`src/sv/mahd_pkg.sv`:
```
// ----------------------------------------------------------------------------
// mahd_pkg
// Shared types, codes and constant tables for the MPEG audio header decoder.
// ----------------------------------------------------------------------------
package mahd_pkg;

    // error codes
    localparam logic [2:0] ERR_NONE      = 3'd0;
    localparam logic [2:0] ERR_NO_SYNC   = 3'd1;
    localparam logic [2:0] ERR_VERSION   = 3'd2;
    localparam logic [2:0] ERR_LAYER     = 3'd3;
    localparam logic [2:0] ERR_BITRATE   = 3'd4;
    localparam logic [2:0] ERR_FREE_FMT  = 3'd5;
    localparam logic [2:0] ERR_RATE      = 3'd6;

    // raw version codes
    localparam logic [1:0] VER_MPEG25    = 2'd0;
    localparam logic [1:0] VER_RESERVED  = 2'd1;
    localparam logic [1:0] VER_MPEG2     = 2'd2;
    localparam logic [1:0] VER_MPEG1     = 2'd3;

    localparam int NUM_W   = 27;  // scaled numerator, max 92,160,000
    localparam int RECIP_W = 13;
    localparam int RECIP_S = 27;  // 2^RECIP_S exceeds every numerator
    localparam int PROD_W  = NUM_W + RECIP_W;
    localparam int QUOT_W  = 13;

    localparam logic [8:0] BR_TABLE [0:4][0:15] = '{
        '{9'd0, 9'd32, 9'd64, 9'd96, 9'd128, 9'd160, 9'd192, 9'd224,
          9'd256, 9'd288, 9'd320, 9'd352, 9'd384, 9'd416, 9'd448, 9'd0},
        '{9'd0, 9'd32, 9'd48, 9'd56, 9'd64, 9'd80, 9'd96, 9'd112,
          9'd128, 9'd160, 9'd192, 9'd224, 9'd256, 9'd320, 9'd384, 9'd0},
        '{9'd0, 9'd32, 9'd40, 9'd48, 9'd56, 9'd64, 9'd80, 9'd96,
          9'd112, 9'd128, 9'd160, 9'd192, 9'd224, 9'd256, 9'd320, 9'd0},
        '{9'd0, 9'd32, 9'd48, 9'd56, 9'd64, 9'd80, 9'd96, 9'd112,
          9'd128, 9'd144, 9'd160, 9'd176, 9'd192, 9'd224, 9'd256, 9'd0},
        '{9'd0, 9'd8, 9'd16, 9'd24, 9'd32, 9'd40, 9'd48, 9'd56,
          9'd64, 9'd80, 9'd96, 9'd112, 9'd128, 9'd144, 9'd160, 9'd0}
    };

    typedef struct packed {
        logic [2:0]  err;
        logic [1:0]  ver;
        logic [1:0]  layer;
        logic [8:0]  br;
        logic [15:0] sr;
        logic        pad;
        logic [1:0]  chan;
        logic [15:0] bps;
        logic [1:0]  rate_sel;   // MPEG1 rate row: 44100, 48000, 32000
        logic        layer_one;
    } hdr_info_t;

    function automatic logic [8:0] bitrate_lookup(input logic [2:0] row,
                                                  input logic [3:0] idx);
        logic [8:0] val;
        begin
            val = 9'd0;
            if (row <= 3'd4)
            begin
                val = BR_TABLE[row][idx];
            end
            return val;
        end
    endfunction

    // MPEG1 sampling rate; MPEG2 and 2.5 are this shifted right by 1 and 2
    function automatic logic [15:0] rate_base(input logic [1:0] sel);
        logic [15:0] val;
        begin
            case (sel)
                2'd0:    val = 16'd44100;
                2'd1:    val = 16'd48000;
                2'd2:    val = 16'd32000;
                default: val = 16'd0;
            endcase
            return val;
        end
    endfunction

    // floor(2^RECIP_S / rate_base)
    function automatic logic [RECIP_W-1:0] rate_recip(input logic [1:0] sel);
        logic [RECIP_W-1:0] val;
        begin
            case (sel)
                2'd0:    val = 13'd3043;
                2'd1:    val = 13'd2796;
                2'd2:    val = 13'd4194;
                default: val = 13'd0;
            endcase
            return val;
        end
    endfunction

    // slot factor * 1000 * (MPEG1 rate / actual rate)
    function automatic logic [19:0] scale_const(input logic [1:0] layer,
                                                input logic [1:0] ver);
        logic [19:0] base;
        logic [19:0] val;
        begin
            if (layer == 2'd1)
            begin
                base = 20'd12000;
            end
            else if (layer == 2'd3 && ver != VER_MPEG1)
            begin
                base = 20'd72000;
            end
            else
            begin
                base = 20'd144000;
            end
            case (ver)
                VER_MPEG1: val = base;
                VER_MPEG2: val = base << 1;
                default:   val = base << 2;
            endcase
            return val;
        end
    endfunction

endpackage

```
`src/sv/mahd_decode.sv`:
```
// ----------------------------------------------------------------------------
// mahd_decode
// Stage 1: sync and field checks, table lookups, scale constant selection.
// ----------------------------------------------------------------------------
module mahd_decode
(
    input  logic                clk,
    input  logic                rst_n,
    input  logic                in_valid,
    output logic                in_ready,
    input  logic [31:0]         header_word,
    output logic                out_valid,
    input  logic                out_ready,
    output mahd_pkg::hdr_info_t out_info,
    output logic [19:0]         out_scale
);

    logic                valid_reg;
    mahd_pkg::hdr_info_t info_reg;
    mahd_pkg::hdr_info_t info_next;
    logic [19:0]         scale_reg;
    logic [19:0]         scale_next;

    logic [1:0] ver;
    logic [1:0] lbits;
    logic [3:0] bidx;
    logic [1:0] sidx;
    logic [2:0] err;
    logic [1:0] layer;
    logic [2:0] row;
    logic [8:0] br;
    logic [15:0] bps_full;
    logic [1:0] sr_shift;

    assign ver   = header_word[20:19];
    assign lbits = header_word[18:17];
    assign bidx  = header_word[15:12];
    assign sidx  = header_word[11:10];
    assign layer = 2'(3'd4 - {1'b0, lbits});

    always_comb
    begin
        if (header_word[31:21] != 11'h7FF)
        begin
            err = mahd_pkg::ERR_NO_SYNC;
        end
        else if (ver == mahd_pkg::VER_RESERVED)
        begin
            err = mahd_pkg::ERR_VERSION;
        end
        else if (lbits == 2'd0)
        begin
            err = mahd_pkg::ERR_LAYER;
        end
        else if (bidx == 4'd15)
        begin
            err = mahd_pkg::ERR_BITRATE;
        end
        else if (bidx == 4'd0)
        begin
            err = mahd_pkg::ERR_FREE_FMT;
        end
        else if (sidx == 2'd3)
        begin
            err = mahd_pkg::ERR_RATE;
        end
        else
        begin
            err = mahd_pkg::ERR_NONE;
        end
    end

    // MPEG2/2.5: layer I uses row 3, layers II and III the low-rate row 4
    always_comb
    begin
        if (ver == mahd_pkg::VER_MPEG1)
        begin
            row = 3'({1'b0, layer} - 3'd1);
        end
        else
        begin
            row = (layer == 2'd1) ? 3'd3 : 3'd4;
        end
    end

    assign br       = mahd_pkg::bitrate_lookup(row, bidx);
    assign bps_full = 16'(br * 7'd125);

    // MPEG2 halves the MPEG1 rate, MPEG2.5 quarters it
    assign sr_shift = (ver == mahd_pkg::VER_MPEG1) ? 2'd0 :
                      (ver == mahd_pkg::VER_MPEG2) ? 2'd1 : 2'd2;

    always_comb
    begin
        info_next  = '0;
        scale_next = '0;
        info_next.err = err;
        if (err == mahd_pkg::ERR_NONE)
        begin
            info_next.ver       = ver;
            info_next.layer     = layer;
            info_next.br        = br;
            info_next.sr        = mahd_pkg::rate_base(sidx) >> sr_shift;
            info_next.pad       = header_word[9];
            info_next.chan      = (header_word[7:6] == 2'd3) ? 2'd1 : 2'd2;
            info_next.bps       = bps_full;
            info_next.rate_sel  = sidx;
            info_next.layer_one = (layer == 2'd1);
            scale_next          = mahd_pkg::scale_const(layer, ver);
        end
    end

    assign in_ready  = !valid_reg || out_ready;
    assign out_valid = valid_reg;
    assign out_info  = info_reg;
    assign out_scale = scale_reg;

    always_ff @(posedge clk or negedge rst_n)
    begin
        if (!rst_n)
        begin
            valid_reg <= 1'b0;
        end
        else if (in_ready)
        begin
            valid_reg <= in_valid;
        end
    end

    always_ff @(posedge clk)
    begin
        if (in_ready && in_valid)
        begin
            info_reg  <= info_next;
            scale_reg <= scale_next;
        end
    end

endmodule

```
`src/sv/mahd_mul.sv`:
```
// ----------------------------------------------------------------------------
// mahd_mul
// Stages 2 and 3: form the scaled numerator, then multiply it by the
// reciprocal of the rate base.
// ----------------------------------------------------------------------------
module mahd_mul
(
    input  logic                           clk,
    input  logic                           rst_n,
    input  logic                           in_valid,
    output logic                           in_ready,
    input  mahd_pkg::hdr_info_t            in_info,
    input  logic [19:0]                    in_scale,
    output logic                           out_valid,
    input  logic                           out_ready,
    output mahd_pkg::hdr_info_t            out_info,
    output logic [mahd_pkg::NUM_W-1:0]     out_num,
    output logic [mahd_pkg::PROD_W-1:0]    out_prod
);

    logic                               num_valid_reg;
    mahd_pkg::hdr_info_t                num_info_reg;
    logic [mahd_pkg::NUM_W-1:0]         num_reg;
    logic [mahd_pkg::NUM_W-1:0]         num_next;
    logic [28:0]                        num_full;

    logic                               prod_valid_reg;
    mahd_pkg::hdr_info_t                prod_info_reg;
    logic [mahd_pkg::NUM_W-1:0]         prod_num_reg;
    logic [mahd_pkg::PROD_W-1:0]        prod_reg;
    logic [mahd_pkg::PROD_W-1:0]        prod_next;
    logic                               prod_ready;

    assign num_full = in_info.br * in_scale;
    assign num_next = num_full[mahd_pkg::NUM_W-1:0];
    assign prod_next = num_reg * mahd_pkg::rate_recip(num_info_reg.rate_sel);

    assign prod_ready = !prod_valid_reg || out_ready;
    assign in_ready   = !num_valid_reg || prod_ready;

    always_ff @(posedge clk or negedge rst_n)
    begin
        if (!rst_n)
        begin
            num_valid_reg  <= 1'b0;
            prod_valid_reg <= 1'b0;
        end
        else
        begin
            if (in_ready)
            begin
                num_valid_reg <= in_valid;
            end
            if (prod_ready)
            begin
                prod_valid_reg <= num_valid_reg;
            end
        end
    end

    always_ff @(posedge clk)
    begin
        if (in_ready && in_valid)
        begin
            num_info_reg <= in_info;
            num_reg      <= num_next;
        end
        if (prod_ready && num_valid_reg)
        begin
            prod_info_reg <= num_info_reg;
            prod_num_reg  <= num_reg;
            prod_reg      <= prod_next;
        end
    end

    assign out_valid = prod_valid_reg;
    assign out_info  = prod_info_reg;
    assign out_num   = prod_num_reg;
    assign out_prod  = prod_reg;

endmodule

```
`src/sv/mahd_fix.sv`:
```
// ----------------------------------------------------------------------------
// mahd_fix
// Stages 4 and 5: back-multiply the quotient estimate, correct it by one
// where the remainder still reaches the divisor, and form the frame length.
// ----------------------------------------------------------------------------
module mahd_fix
(
    input  logic                           clk,
    input  logic                           rst_n,
    input  logic                           in_valid,
    output logic                           in_ready,
    input  mahd_pkg::hdr_info_t            in_info,
    input  logic [mahd_pkg::NUM_W-1:0]     in_num,
    input  logic [mahd_pkg::PROD_W-1:0]    in_prod,
    output logic                           out_valid,
    input  logic                           out_ready,
    output mahd_pkg::hdr_info_t            out_info,
    output logic [12:0]                    out_frame_bytes
);

    logic                               chk_valid_reg;
    mahd_pkg::hdr_info_t                chk_info_reg;
    logic [mahd_pkg::NUM_W-1:0]         chk_num_reg;
    logic [mahd_pkg::QUOT_W-1:0]        quot_reg;
    logic [mahd_pkg::QUOT_W-1:0]        quot_next;
    logic [mahd_pkg::NUM_W-1:0]         back_reg;
    logic [mahd_pkg::NUM_W-1:0]         back_next;
    logic [28:0]                        back_full;
    logic                               chk_ready;

    logic                               res_valid_reg;
    mahd_pkg::hdr_info_t                res_info_reg;
    logic [12:0]                        fb_reg;
    logic [12:0]                        fb_next;
    logic [mahd_pkg::NUM_W-1:0]         rem;
    logic [15:0]                        divisor;
    logic [mahd_pkg::QUOT_W:0]          quot_fixed;
    logic [mahd_pkg::QUOT_W+1:0]        slots;

    assign quot_next = in_prod[mahd_pkg::PROD_W-1:mahd_pkg::RECIP_S];
    assign back_full = quot_next * mahd_pkg::rate_base(in_info.rate_sel);
    assign back_next = back_full[mahd_pkg::NUM_W-1:0];

    // estimate is exact or one short
    assign divisor    = mahd_pkg::rate_base(chk_info_reg.rate_sel);
    assign rem        = chk_num_reg - back_reg;
    assign quot_fixed = {1'b0, quot_reg} + {{mahd_pkg::QUOT_W{1'b0}},
                        (rem >= {{(mahd_pkg::NUM_W-16){1'b0}}, divisor})};
    assign slots      = {1'b0, quot_fixed}
                        + {{(mahd_pkg::QUOT_W+1){1'b0}}, chk_info_reg.pad};
    assign fb_next    = chk_info_reg.layer_one ? 13'({slots, 2'b00}) : slots[12:0];

    assign chk_ready = !res_valid_reg || out_ready;
    assign in_ready  = !chk_valid_reg || chk_ready;

    always_ff @(posedge clk or negedge rst_n)
    begin
        if (!rst_n)
        begin
            chk_valid_reg <= 1'b0;
            res_valid_reg <= 1'b0;
        end
        else
        begin
            if (in_ready)
            begin
                chk_valid_reg <= in_valid;
            end
            if (chk_ready)
            begin
                res_valid_reg <= chk_valid_reg;
            end
        end
    end

    always_ff @(posedge clk)
    begin
        if (in_ready && in_valid)
        begin
            chk_info_reg <= in_info;
            chk_num_reg  <= in_num;
            quot_reg     <= quot_next;
            back_reg     <= back_next;
        end
        if (chk_ready && chk_valid_reg)
        begin
            res_info_reg <= chk_info_reg;
            fb_reg       <= fb_next;
        end
    end

    assign out_valid       = res_valid_reg;
    assign out_info        = res_info_reg;
    assign out_frame_bytes = fb_reg;

endmodule

```
`src/sv/mpeg_audio_header_decoder.sv`:
```
// ----------------------------------------------------------------------------
// mpeg_audio_header_decoder
// Decodes 32-bit MPEG audio frame headers into rates and frame length.
// ----------------------------------------------------------------------------
// One header enters per cycle while the master side is ready; each result
// passes five register stages (decode, numerator, reciprocal multiply,
// back-multiply, correct). The frame length divide is a multiply by a
// constant reciprocal of the MPEG1 rate, followed by a one-step correction.
// Backpressure on the master side stalls only the stages that are full;
// empty stages keep accepting. Any error code other than zero zeroes all
// other result fields.
module mpeg_audio_header_decoder
(
    input  logic        clk,
    input  logic        rst_n,
    input  logic        s_tvalid,
    output logic        s_tready,
    input  logic [31:0] s_tdata,   // header_word
    output logic        m_tvalid,
    input  logic        m_tready,
    // error_code, version_code, layer_number, bitrate_kbps, sample_rate_hz,
    // padding_bit, channel_count, frame_bytes, bytes_per_second
    output logic [63:0] m_tdata
);

    logic                              dec_valid;
    logic                              dec_ready;
    mahd_pkg::hdr_info_t               dec_info;
    logic [19:0]                       dec_scale;

    logic                              mul_valid;
    logic                              mul_ready;
    mahd_pkg::hdr_info_t               mul_info;
    logic [mahd_pkg::NUM_W-1:0]        mul_num;
    logic [mahd_pkg::PROD_W-1:0]       mul_prod;

    mahd_pkg::hdr_info_t               res_info;
    logic [12:0]                       res_fb;

    mahd_decode u_decode
    (
        .clk         (clk),
        .rst_n       (rst_n),
        .in_valid    (s_tvalid),
        .in_ready    (s_tready),
        .header_word (s_tdata),
        .out_valid   (dec_valid),
        .out_ready   (dec_ready),
        .out_info    (dec_info),
        .out_scale   (dec_scale)
    );

    mahd_mul u_mul
    (
        .clk       (clk),
        .rst_n     (rst_n),
        .in_valid  (dec_valid),
        .in_ready  (dec_ready),
        .in_info   (dec_info),
        .in_scale  (dec_scale),
        .out_valid (mul_valid),
        .out_ready (mul_ready),
        .out_info  (mul_info),
        .out_num   (mul_num),
        .out_prod  (mul_prod)
    );

    mahd_fix u_fix
    (
        .clk             (clk),
        .rst_n           (rst_n),
        .in_valid        (mul_valid),
        .in_ready        (mul_ready),
        .in_info         (mul_info),
        .in_num          (mul_num),
        .in_prod         (mul_prod),
        .out_valid       (m_tvalid),
        .out_ready       (m_tready),
        .out_info        (res_info),
        .out_frame_bytes (res_fb)
    );

    assign m_tdata = {res_info.bps, res_fb, res_info.chan, res_info.pad,
                      res_info.sr, res_info.br, res_info.layer, res_info.ver,
                      res_info.err};

`ifndef NO_ASSERTIONS
    a_err_zero: assert property (@(posedge clk) disable iff (!rst_n)
        m_tvalid && m_tdata[2:0] != mahd_pkg::ERR_NONE |-> m_tdata[63:3] == '0)
        else $error("error result carries nonzero fields");

    a_ok_nonzero: assert property (@(posedge clk) disable iff (!rst_n)
        m_tvalid && m_tdata[2:0] == mahd_pkg::ERR_NONE
            |-> m_tdata[47:35] != '0 && m_tdata[63:48] != '0)
        else $error("valid header gave zero frame length or rate");

    a_no_stall: assert property (@(posedge clk) disable iff (!rst_n)
        m_tready |-> s_tready)
        else $error("pipeline stalled with downstream ready");
`endif

endmodule
```
`config.mk`:
```
export PLATFORM = sky130hd
export DESIGN_NAME = mpeg_audio_header_decoder
export DESIGN_NICKNAME = d
export VERILOG_FILES = /design/src/sv/mahd_pkg.sv /design/src/sv/mahd_decode.sv /design/src/sv/mahd_mul.sv /design/src/sv/mahd_fix.sv /design/src/sv/mpeg_audio_header_decoder.sv
export SDC_FILE = /design/constraint.sdc
export NUM_CORES = 1
export LEC_CHECK = 0
export CAP_MARGIN = 20
export CORE_ASPECT_RATIO = 0.7
export CORE_UTILIZATION = 45
export DETAILED_ROUTE_END_ITERATION = 10
export DONT_BUFFER_PORTS = 1
export GPL_TIMING_DRIVEN = 0
export PLACE_DENSITY = 0.61
export SLEW_MARGIN = 20
export SYNTH_ARGS = -nofsm -noshare
export SYNTH_HDL_FRONTEND = slang
export SYNTH_SLANG_ARGS = --single-unit
```
`constraint.sdc`:
```
create_clock -name clk -period 7.3 [get_ports clk]
set_input_delay 0.365 -clock clk [delete_from_list [all_inputs] [get_ports clk]]
set_output_delay 0.365 -clock clk [all_outputs]
set_load 0.01 [all_outputs]
```
### After elaboration in Yosys (flattened, before gate mapping)

Memories as Yosys holds them, arrays and structs flattened.
Index checks and enable logic that the tools add are counted.
W data, S select, Z words.

| operators by class | value |
|---|---|
| add/sub/neg operators | 5 |
| multipliers | 4 |
| divide/modulo/power cells | 0 |
| $lt $le $gt $ge | 4 |
| equality and inequality tests | 18 |
| shift operators | 1 |
| muxes and demuxes | 26 |
| bitwise logic cells | 2 |
| reduce and logical (&&, ||, !) cells | 23 |

Operator list:

| operator | count |
|---|---|
| $mux W144 | 2 |
| $pmux W16 S3 | 3 |
| $mul A27 B13 Y40 | 1 |
| $pmux W20 S2 | 1 |
| $pmux W13 S3 | 1 |
| $bmux W9 S4 | 1 |
| $ge A27 B16 Y1 | 1 |
| $mul A13 B16 Y27 | 1 |
| $mul A9 B20 Y27 | 1 |
| $mux W9 | 3 |
| $sub A27 B27 Y27 | 1 |
| $add A13 B1 Y13 | 2 |
| $mux W3 | 8 |
| $mux W20 | 1 |
| $eq A2 B2 Y1 const B | 9 |
| $mux W18 | 1 |
| $mul A9 B7 Y16 const B | 1 |
| $mux W16 | 1 |
| $shr A16 B2 Y16 | 1 |
| $mux W13 | 1 |
| $eq A2 B1 Y1 const B | 6 |
| $ne A11 B11 Y1 const B | 1 |
| $logic_not A2 Y1 | 5 |
| $logic_and A1 B1 Y1 | 6 |
| other kinds (14) | 24 |

| storage, ports and cells | value |
|---|---|
| flip-flop bits (word level) | 466 |
| latch bits | 0 |
| bits in writable memories | 0 |
| ROM bits | 1152 |
| input port bits | 36 |
| output and inout port bits | 66 |
| word-level logic and storage cells | 146 |
| memories kept | 1 |

Memories:

| memory | words | bits a word | rd ports | clocked after memory_dff | write ports | RTL line | text |
|---|---|---|---|---|---|---|---|
| (no name shown) | 8 | 144 | 1 | 0 | 0 | mahd_pkg.sv:61 | `val = BR_TABLE[row][idx];` |

### Logic depth before layout (Yosys ltp)

| depth | value |
|---|---|
| depth in word-level cells | 13 |
| depth in mapped cells | 28 |

### Modules after synthesis

Synthesis repeated with hierarchy kept, for this count alone.

| unflattened totals | value |
|---|---|
| cells, all modules | 3307 |
| area total of the unflattened synthesis | 37382.1 sq um |

Modules (own cells, without submodules):

| module | instances | cells an instance | area an instance (sq um) | sequential area each (sq um) |
|---|---|---|---|---|
| mahd_mul | 1 | 1873 | 20845.0 | 6115.9 |
| mahd_fix | 1 | 977 | 12004.0 | 5635.4 |
| mahd_decode | 1 | 457 | 4533.1 | 1856.8 |

### Worst setup path after synthesis

OpenSTA, ideal clock, no wires.

| timing path | value |
|---|---|
| kind | register to register |
| from | register u_mul.num_info_reg[2] in the netlist's numbering |
| to | register u_mul.prod_reg, in the netlist u_mul.out_prod[39] (data pin) |
| arrival time | 5.812 ns |
| slack | 1.228 ns |
| stages on the path, launching flop included | 24 |
| buffers on the path | 1 |
| clock period less this slack | 6.072 ns |
| cell sequence | edfxtp_1 inv_1 clkbuf_1 nand2_1 inv_1 nand2_1 fa_1 fa_1 inv_1 fa_1 fa_1 inv_1 fa_1 inv_1 ha_1 and3_1 a31oi_1 a2111oi_2 nor4_4 o221ai_4 a211oi_4 a21oi_2 a21oi_2 xnor2_1 |

| between the ends | value |
|---|---|
| word-level cells in the longest chain between the ends | 3 |
| elaborated cells on any way between the ends | 5 |
| classes of those cells | 1 x mul; 2 x eq/ne; 1 x mux; 1 x reduce/logical |

Ends and longest elaborated chain:

| what | RTL line | text |
|---|---|---|
| start: declaration | mahd_mul.sv:22 | `mahd_pkg::hdr_info_t num_info_reg;` |
| start signal: assignment | mahd_mul.sv:65 | `num_info_reg <= in_info;` |
| $eq A2 B2 Y1 (tied with other cells) | mahd_pkg.sv:85 | `case (sel)` |
| $pmux W13 S3 * | mahd_pkg.sv:85 |  |
| $mul A27 B13 Y40 * | mahd_mul.sv:36 | `assign prod_next = num_reg * mahd_pkg::rate_recip(num_info_reg.rate_sel);` |
| via u_mul.prod_next (one bit) | mahd_mul.sv:31 | `logic [mahd_pkg::PROD_W-1:0] prod_next;` |
| end signal: assignment | mahd_mul.sv:72 | `prod_reg <= prod_next;` |
| end: declaration | mahd_mul.sv:30 | `logic [mahd_pkg::PROD_W-1:0] prod_reg;` |

The timed path passes the listed nets; every way through them passes the cells marked *.
A chain may end at the register's enable or synchronous reset.

### Worst setup path in the final report

| timing path | value |
|---|---|
| from | register u_mul.num_info_reg[1] in the netlist's numbering |
| to | register u_mul.prod_reg, in the netlist u_mul.out_prod[27] (data pin) |

Same word-level chain as after synthesis.

==> Implementation_results.wiki <==
{| class="wikitable"
! Metric !! Value
|-
| Wire length of the first global-routing pass || 99.4 mm
|-
| Final Critical Period || 6.97 ns
|-
| Total count of hold-check failures in the final report || 0
|-
| Layout-stage area growth over the synthesis result || 9.16%
|-
| DIE HEIGHT || 213 µm
|-
| Most frequent cells in the layout || sky130_fd_sc_hd__inv_1 (483), sky130_fd_sc_hd__edfxtp_1 (363), sky130_fd_sc_hd__fa_1 (308), sky130_fd_sc_hd__ha_1 (290), sky130_fd_sc_hd__nand2_1 (179)
|-
| Die ar. || 64700 µm²
|-
| Sinks on Clock Net || 368
|-
| CTS H-tree depth || 2
|-
| Transition time at the pin with the least slew margin || 0.974 ns
|-
| Register bit total from synthesis || 368
|-
| Met2 Resource Use GR || 28.0%
|-
| Cell area after synthesis || 28600 µm²
|-
| Period Utilization, post-route || 95.5%
|-
| Endpoint kind of the worst setup timing path || register
|-
| Largest driver fanout on the critical path || 10
|-
| Core Area || 62200 µm²
|-
| DR vias || 17700
|-
| Number of buffers on the longest clock path || 3
|-
| Crit path buf inv count || 6
|-
| Clock Skew || 0.0344 ns
|-
| Number of distinct standard cells referenced by the synthesized netlist || 74
|-
| Post-synth ARST share || 1.36%
|-
| Met3 global-route usage || 4.37%
|-
| Number of CTS-inserted buffers || 39
|-
| Post-route standard cell area excluding fillers || 31300 µm²
|-
| Final HPWL DP || 49.7 mm
|-
| Final setup violating endpoints || 0
|-
| Ys Warns || 0
|-
| Type of the setup path with the least slack || register to register
|-
| Cell at the root of the clock tree || sky130_fd_sc_hd__clkbuf_16
|-
| Std-Cell Rows || 76
|-
| Most common cell after layout, fill and taps aside || sky130_fd_sc_hd__inv_1
|-
| Pin count of the biggest net entering global routing || 58
|-
| Synthesized instance count || 2484
|-
| Die span in x || 304 µm
|-
| Global-route congestion overflow total || 0
|-
| Routed WL || 60.5 mm
|-
| Largest stage delay, worst path || 0.54 ns
|-
| Worst skew pair latency || 0.57 ns
|-
| Routability Congestion || 0.912
|-
| Predominant post-synthesis flop cell || sky130_fd_sc_hd__edfxtp_1
|-
| Headroom to the max-slew limit || 34.4%
|-
| Met1 usage || 31.0%
|-
| Wire length per cell || 17.8 µm
|-
| Via count of the first global-routing pass || 18400
|-
| Antenna violations before repair || 3
|-
| Maximum operating frequency || 0.143 GHz
|-
| Post-synthesis sequential area ratio || 38.5%
|-
| Post-Place Cell Area || 29900 µm²
|-
| Final Net Count || 3181
|-
| Unrepaired setup endpoints after global routing || no
|-
| Gr usage total || 19.8%
|-
| CTS tree || built
|-
| Fill cell total of the finished layout || 5565
|-
| Layout cell share with drive strength beyond 1 || 5.24%
|-
| I/O Buffers || 0
|-
| Classification of the worst-slack hold path || primary input to register
|-
| Endpoint arrival time on the critical path || 7.24 ns
|-
| Sequence of cells on the critical path || clkbuf_2 > clkbuf_2 > clkbuf_2 > nand2_1 > fa_1 > fa_1 > inv_1 > fa_1 > inv_1 > fa_1 > inv_1 > fa_1 > ha_1 > a21o_1 > a21o_1 > a21o_1 > a221o_1 > a211o_1 > a21oi_1 > nor2b_1 > o41ai_2 > xnor2_1
|-
| Most frequent cell on the critical path || sky130_fd_sc_hd__fa_1
|-
| Count of cells along the worst register-to-register path || 22
|-
| Maximum capacitance violations || 0
|-
| Initial core utilization || 46.0%
|-
| Worst-path clk slew || 0.07 ns
|-
| Number of flops mapped to enable cells by yosys || 363
|-
| Antenna-violating nets left || 0
|-
| Critical path's top delay family || adder cells
|-
| Logic depth of the worst path, buffers included || 22
|-
| Average instance area after synthesis || 11.5 µm²
|-
| Result of the run || finished clean
|-
| Required arrival time at the worst endpoint || 7.56 ns
|-
| Critical Path Slowest Stage Cell || sky130_fd_sc_hd__edfxtp_1
|-
| Detailed router's first-iteration violation count || 1126
|-
| Detailed-route DRC error count || 0
|-
| Global route hottest layer || met1
|-
| Number of top-level pins || 102
|-
| Drt via density || 5.20
|-
| Worst hold path cell count || 1
|-
| Number of iterations in the first detailed-routing pass || 5
|-
| Pins Over Slew Limit || 0
|-
| Startpoint kind of the worst setup timing path || register
|}
worst register-to-register path, stage by stage (launching register included):
cell	delay (ns)
sky130_fd_sc_hd__edfxtp_1	0.54
sky130_fd_sc_hd__clkbuf_2	0.28
sky130_fd_sc_hd__clkbuf_2	0.28
sky130_fd_sc_hd__clkbuf_2	0.30
sky130_fd_sc_hd__nand2_1	0.17
sky130_fd_sc_hd__fa_1	0.53
sky130_fd_sc_hd__fa_1	0.52
sky130_fd_sc_hd__inv_1	0.05
sky130_fd_sc_hd__fa_1	0.50
sky130_fd_sc_hd__inv_1	0.05
sky130_fd_sc_hd__fa_1	0.47
sky130_fd_sc_hd__inv_1	0.05
sky130_fd_sc_hd__fa_1	0.47
sky130_fd_sc_hd__ha_1	0.34
sky130_fd_sc_hd__a21o_1	0.21
sky130_fd_sc_hd__a21o_1	0.18
sky130_fd_sc_hd__a21o_1	0.18
sky130_fd_sc_hd__a221o_1	0.33
sky130_fd_sc_hd__a211o_1	0.33
sky130_fd_sc_hd__a21oi_1	0.24
sky130_fd_sc_hd__nor2b_1	0.09
sky130_fd_sc_hd__o41ai_2	0.25
sky130_fd_sc_hd__xnor2_1	0.32
cell type report:
cell class | instances | area (µm²) | area share (%)
Sequential cell | 368 | 11000 | 35.3
Clock buffer | 45 | 998 | 3.19
Tap cell | 819 | 1020 | 3.28
Multi-Input combinational cell | 1576 | 15600 | 50.0
Clock inverter | 24 | 250 | 0.801
Antenna cell | 1 | 2.50 | 0.00801
Timing Repair Buffer | 15 | 228 | 0.728
Inverter | 484 | 1820 | 5.82
Buffer | 63 | 282 | 0.901
path summary, 6_finish.rpt:
path                                          end  slack, ns             startpoint
min reg2reg                u_mul.num_info_reg[33]       0.41  u_decode.out_info[33]
max in group asynchronous         u_mul.out_valid       6.99                  rst_n
min                         u_decode.out_info[21]       0.04             s_tdata[9]
max                            u_mul.out_prod[27]       0.33  u_mul.num_info_reg[1]
min in group asynchronous         u_fix.out_valid       0.11                  rst_n
max reg2reg                    u_mul.out_prod[27]       0.33  u_mul.num_info_reg[1]
cell families (layout without fill, tap and decap cells):
group,Yosys count,after routing,synth area share [%]
buffers and inverters,547,631,7.30
adders and majority gates,598,598,34.2
AOI/OAI and AO/OA,286,286,6.78
other,1,9,0.0131
muxes,13,13,0.463
DFF,368,368,38.5
xor gates and xnor gates,79,79,2.42
and+or+nand+nor,592,592,10.3
repair_timing:
action	in CTS	in global routing
setup endpoints to repair	10	12
setup buffers	0	5
hold buffers	4	0
pin swaps	0	1
hold endpoints to repair	7	0
resized for setup	5	23
synth_stat cells (all sizes together) (10+ instances only):
| cell type | instances | share of area (%) |
|---|---|---|
| a31oi | 10 | 0.22 |
| nand2 | 179 | 2.3 |
| fa | 308 | 22 |
| nor3 | 24 | 0.42 |
| nor4 | 13 | 0.38 |
| inv | 484 | 6.4 |
| clkbuf | 49 | 0.64 |
| buf | 14 | 0.30 |
| edfxtp | 363 | 38 |
| nand2b | 56 | 1.2 |
| nand4 | 11 | 0.24 |
| o21bai | 16 | 0.43 |
| nand3 | 23 | 0.40 |
| and2 | 71 | 1.6 |
| a21boi | 11 | 0.29 |
| xnor2 | 58 | 1.8 |
| nor2b | 44 | 0.99 |
| o21ai | 49 | 0.86 |
| a21o | 25 | 0.66 |
| ha | 290 | 13 |
| mux2i | 11 | 0.38 |
| a211oi | 17 | 0.49 |
| xor2 | 21 | 0.64 |
| o21a | 14 | 0.37 |
| nor2 | 121 | 1.6 |
| and3 | 21 | 0.46 |
| a21oi | 88 | 1.6 |
stage by stage:
stage	hold slack [ns]	cells	worst slack (ns)	setup TNS, ns	util, %
after floorplan	0.0694	2491	1.23	0	-
after global placement	0.0695	3310	-0.315	-1.09	47.7
after detailed placement	0.0695	3316	-0.377	-1.52	48.0
after CTS	0.0126	3389	0.0364	0	50.1
after global routing	0.0178	3394	0.00786	0	50.3
final	0.0397	3395	0.325	0	50.3
metal layers:
metal  up-vias  wire, µm
met1      8920     30700
li1       8307         -
met5         -        13
met2       391     25200
met4         2       601
met3        45      4000
Power is not shown: default switching activity piles up to over one toggle a cycle in this logic, so the estimate is an artifact.
